## config.mk

```make
export PLATFORM = sky130hd
export DESIGN_NAME = gffr_ram
export DESIGN_NICKNAME = d
export VERILOG_FILES = /design/src/hdl/gffr_ram.sv
export SDC_FILE = /design/constraint.sdc
export NUM_CORES = 2
export LEC_CHECK = 0
export BUFFER_PORTS_ARGS = -buffer_cell sky130_fd_sc_hd__buf_2
export CELL_PAD_IN_SITES_DETAIL_PLACEMENT = 0
export CELL_PAD_IN_SITES_GLOBAL_PLACEMENT = 1
export CORE_UTILIZATION = 35
export CTS_BUF_LIST = sky130_fd_sc_hd__clkbuf_2 sky130_fd_sc_hd__clkbuf_4 sky130_fd_sc_hd__clkbuf_8
export DETAILED_ROUTE_END_ITERATION = 8
export GPL_TIMING_DRIVEN = 1
export PLACE_DENSITY_LB_ADDON = 0.1
export SLEW_MARGIN = 30
export SYNTH_ARGS = -nofsm -noshare
export SYNTH_HDL_FRONTEND = slang
export SYNTH_SLANG_ARGS = --single-unit
```

## constraint.sdc

```tcl
create_clock -name aclk -period 3.1 [get_ports aclk]
set_input_delay 0.31 -clock aclk [delete_from_list [all_inputs] [get_ports aclk]]
set_output_delay 0.31 -clock aclk [all_outputs]
set_load 0.05 [all_outputs]
```

## src/hdl/gffr_ram.sv

```systemverilog
// Generic single-write, single-read RAM with a registered read port.
// No dependencies; used for the open map and the frontier queue.
module gffr_ram #(
    parameter int WIDTH = 8,
    parameter int DEPTH = 256
) (
    input  logic                     aclk,
    input  logic                     wr_en,
    input  logic [$clog2(DEPTH)-1:0] wr_addr,
    input  logic [WIDTH-1:0]         wr_data,
    input  logic                     rd_en,
    input  logic [$clog2(DEPTH)-1:0] rd_addr,
    output logic [WIDTH-1:0]         rd_data
);

    logic [WIDTH-1:0] mem [DEPTH];

    // Write port and registered read port.
    always_ff @(posedge aclk) begin
        if (wr_en) begin
            mem[wr_addr] <= wr_data;
        end
        if (rd_en) begin
            rd_data <= mem[rd_addr];
        end
    end

endmodule

```

Word-level counts from Yosys, hierarchy flattened
Memory sizes are Yosys's and may differ from the RTL's. A register that Yosys moved wholly into a read port is not among the register bits.
Cells that the tools add are included.
{"block": "totals", "reg_bits": 0, "latch_bits": 0, "ramBits": 2048, "rom_bits": 0, "inputBits": 27, "out_inout_bits": 8, "mem_count": 1}
{"name": "mem", "words": 256, "word_bits": 8, "read_ports": 1, "rd_ports_with_merged_regs": 1, "write_ports": 1, "line": "16", "rtl": "logic [WIDTH-1:0] mem [DEPTH];"}
{"block": "op_classes", "addsub": 0, "mul": 0, "div": 0, "order_cmp": 0, "n_eq_ne": 0, "shifts": 0, "mux": 2, "bitwise": 0, "reduce_logical": 0}
{"cell": "$mux W1", "count": 2}

Logic depth before layout (Yosys ltp)
{"block": "logic_depth", "depth_word": 2, "ltp_mapped": 11, "ltp_nobuf": 6}

Least setup slack after synthesis
No wires, ideal clock.
{"block": "synth_path", "path_kind": "input to register", "from": "input port rd_addr[0]", "to": "register rd_data[2] (read register of mem), data pin", "setup_ns": 0.269, "arrival_ns": 2.117, "required_time_ns": 2.831, "path_slack_ns": 0.714, "path_stages": 9, "cell_sequence": "buf_6 -> buf_12 -> buf_8 -> buf_2 -> mux4_2 -> a22oi_1 -> a21oi_1 -> nor4_1 -> nor4_2"}
{"item": "start: declaration", "line": "12", "rtl": "input logic [$clog2(DEPTH)-1:0] rd_addr,"}
{"item": "end: declaration", "line": "13", "rtl": "output logic [WIDTH-1:0] rd_data"}

==> out/qor.yml <==
r2r_setup_slack_ps: 90
cts.path.max_buffers: 4
syn_avg_cell_area_sq_um: 21.3
cp_data_required_time_ps: 3870
grt_max_degree: 116
yosysWarnings: 0
post-route-min-period_ps: 3010
synth.top_cell.area_share: 0.775
drt-total-wl_um: 233000
drtAntennaViolNets: 0
drt_drc_violations_left: 0
synth_top_area_cell: "edfxtp_1"
dpl.cell_count: 7092
main_flop_type_after_synthesis: "edfxtp_1"
yosys.cell_count.top_type: "edfxtp_1"
achievable-frequency_mhz: 332
placementRows: 174
die_h_um: 479
synthDistinctLibCells: 54
timing.critical_path.arrival_ps: 3780
crit_path_category: "reg -> reg"
vdd_ir_drop_max_v: 0.000457
core_sq_um: 226000
areaGrowthSynthToFinish_pct: 18.3
p_leak_nw: 30.2
critical_path.reg2reg.startpoint: "mem[243][6]$_DFFE_PP_"
filler_cell_count: 20200
insertion_delay_ps: 1070
grt_pass1_wl_um: 328000
synth_register_bits: 2056
skew_ps: 79.2
drt-pass1-iter-count: 8
synthTopCellsByCount: "edfxtp_1, mux4_2, nor2_1, mux2i_1, a22oi_1"
design.die.area_sq_um: 229000
crit_chain: "mux4_2 > a22oi_1 > a21oi_1 > buf_4 > nor4_1 > buf_4 > nor4_2"
grt_antenna_before_repair: 18
first_global_vias: 42200
crit_path_max_cell_delay_ps: 810
die_width_um: 479
report.final.hold_viol_count: 0
power_mw: 57.6
dr.first_iter.drc_count: 3864
synth_area_sq_um: 79600
period_share: 0.971
power_per_cell_area_nw_per_um2: 611
clk_pin_slew_worst_paths_ps: 60
timing.rr.end: "rd_data[6]$_DFFE_PP_"
clkSinkCount: 2056
hpwlAfterDp_um: 148000
ios: 35
hold_path.class: "in -> reg"
numCtsBuffers: 367
post_cts.resized_instances: 0
whs_ps: 199
tightestPinTransition_ps: 1000
finalSetupViolations: 0
cp_common_cell: "buf_4"
worst_setup_path_start_kind: "register"
worstRegToRegCells: 7
crit_path_top_delay_cell: "nor4_1"
dr_total_vias: 40800
relSlewSlack: 0.326
rsz0062_at_grt: "no"
run_status: "finished clean"
crit_start: "mem[243][6]$_DFFE_PP_"
worst-path-max-fanout: 1
grt_overflow: 0
h-tree-depth: 5
clock_tree.root_cell: "clkbuf_8"
worst_setup_path_end_kind: "register"
yosysSeqAreaShare: 0.775
count_of_port_buffers_added_during_placement: 34
ys_async_sr_fraction: 0
timing_max_transition_violations_final: 0
max_cap_violations: 0
route.detailed.vias_per_inst: 5.27
initial_utilization: 0.353
cts_setup_buffers: 0
replace_congestion: 0.798
share_of_final_layout_standard_cells_stronger_than_drive_strength_1: 0.340
post_cts_hold_buffer_count: 18
setup-tns-final_ps: 0
tritoncts: "yes"
synth_enable_flop_cells: 2056
postSynthCellCount: 3733
end_of_the_critical_path: "rd_data[6]$_DFFE_PP_"
ys_top_cells_by_area: "edfxtp_1, mux4_2, mux2i_1"
synth_fp_nets: 3760
avgRoutedWirePerCell_um: 30.1
layoutNonFillerInstCount: 7739
grt_util_all_layers: 0.203
finalNetCount: 4514
per-stage QoR:
| step | setup WS (ps) | utilization | area, sq um |
|---|---|---|---|
| floorplan | 714 | - | 79600 |
| global placement | -634 | 0.387 | 87400 |
| detailed placement | -518 | 0.387 | 87400 |
| CTS | 98.1 | 0.418 | 94200 |
| global route | 81.4 | 0.418 | 94200 |
| finish | 88.8 | 0.418 | 94200 |
final cells by class:
type | count | area, sq um | share of cell area
diodes | 3 | 7.51 | 0.0000797
clock inverters | 142 | 694 | 0.00737
well taps | 2992 | 3740 | 0.0397
multi-input cells | 1442 | 16500 | 0.176
clock buffers | 484 | 5950 | 0.0632
inverters | 2 | 7.51 | 0.0000797
repair buffers | 618 | 5510 | 0.0584
flip-flops and latches | 2056 | 61700 | 0.655
worst max-delay path, delay by kind of cell, from the launching register on:
family / cells / cell delay, ps
multiplexers: 1 / 510
AND/OR/NAND/NOR: 2 / 860
AO/OA/AOI/OAI: 2 / 590
buffers and inverters: 2 / 440
flip-flops: 1 / 360
sequential cells by signal, indices dropped and copies added, names as in the netlist:
signal   flops
mem       2048
rd_data      8
where the power goes:
| group | switching (mW) | total [mW] | internal [mW] | leakage (nW) |
|---|---|---|---|---|
| registers | 0.0488 | 30.7 | 30.7 | 18.5 |
| clock network | 11.0 | 23.6 | 12.6 | 3.53 |
| logic | 2.05 | 3.24 | 1.19 | 8.21 |
kinds of logic after synthesis:
kind of cell / Yosys count / share of synthesized area
mux: 591 / 0.146
simple gates: 466 / 0.0263
buf+inv: 235 / 0.0183
compound gates: 385 / 0.0342
flops: 2056 / 0.775
metal layers:
layer / part of all wire / track usage
met1: 0.45 / 0.292
met2: 0.47 / 0.321
met3: 0.055 / 0.0359
met4: 0.019 / 0.0490
met5: 0.00011 / 0
layout by cell type (no fill, tap or decap), drive strengths merged, types with 8 or more instances in the layout:
cell,n
edfxtp,2056
buf,600
clkbuf,484
mux4,456
nor2,282
mux2i,134
a22oi,133
clkinv,130
a21oi,96
o221ai,47
nand3,34
nand2,33
nor2b,31
o22ai,28
nor4,27
nor3,22
dlygate4sd3,18
a211oi,16
a221oi,14
o21ai,12
nand4,10
o211ai,10
nand2b,8
a22o,8
worst min-delay path by stage:
stage / startpoint / end / slack (ps) / depth (start not counted)
after floorplan: wr_data[0] / mem[0][0]$_DFFE_PP_ / 410 / 0
after global placement: wr_data[2] / mem[243][2]$_DFFE_PP_ / 700 / 1
final: wr_data[2] / mem[226][2]$_DFFE_PP_ / 200 / 2
after global routing: wr_data[2] / mem[66][2]$_DFFE_PP_ / 130 / 2
after detailed placement: wr_data[2] / mem[82][2]$_DFFE_PP_ / 700 / 1
after CTS: wr_data[2] / mem[80][2]$_DFFE_PP_ / 80 / 2
Note: power is estimated with default switching activity, not from simulation.
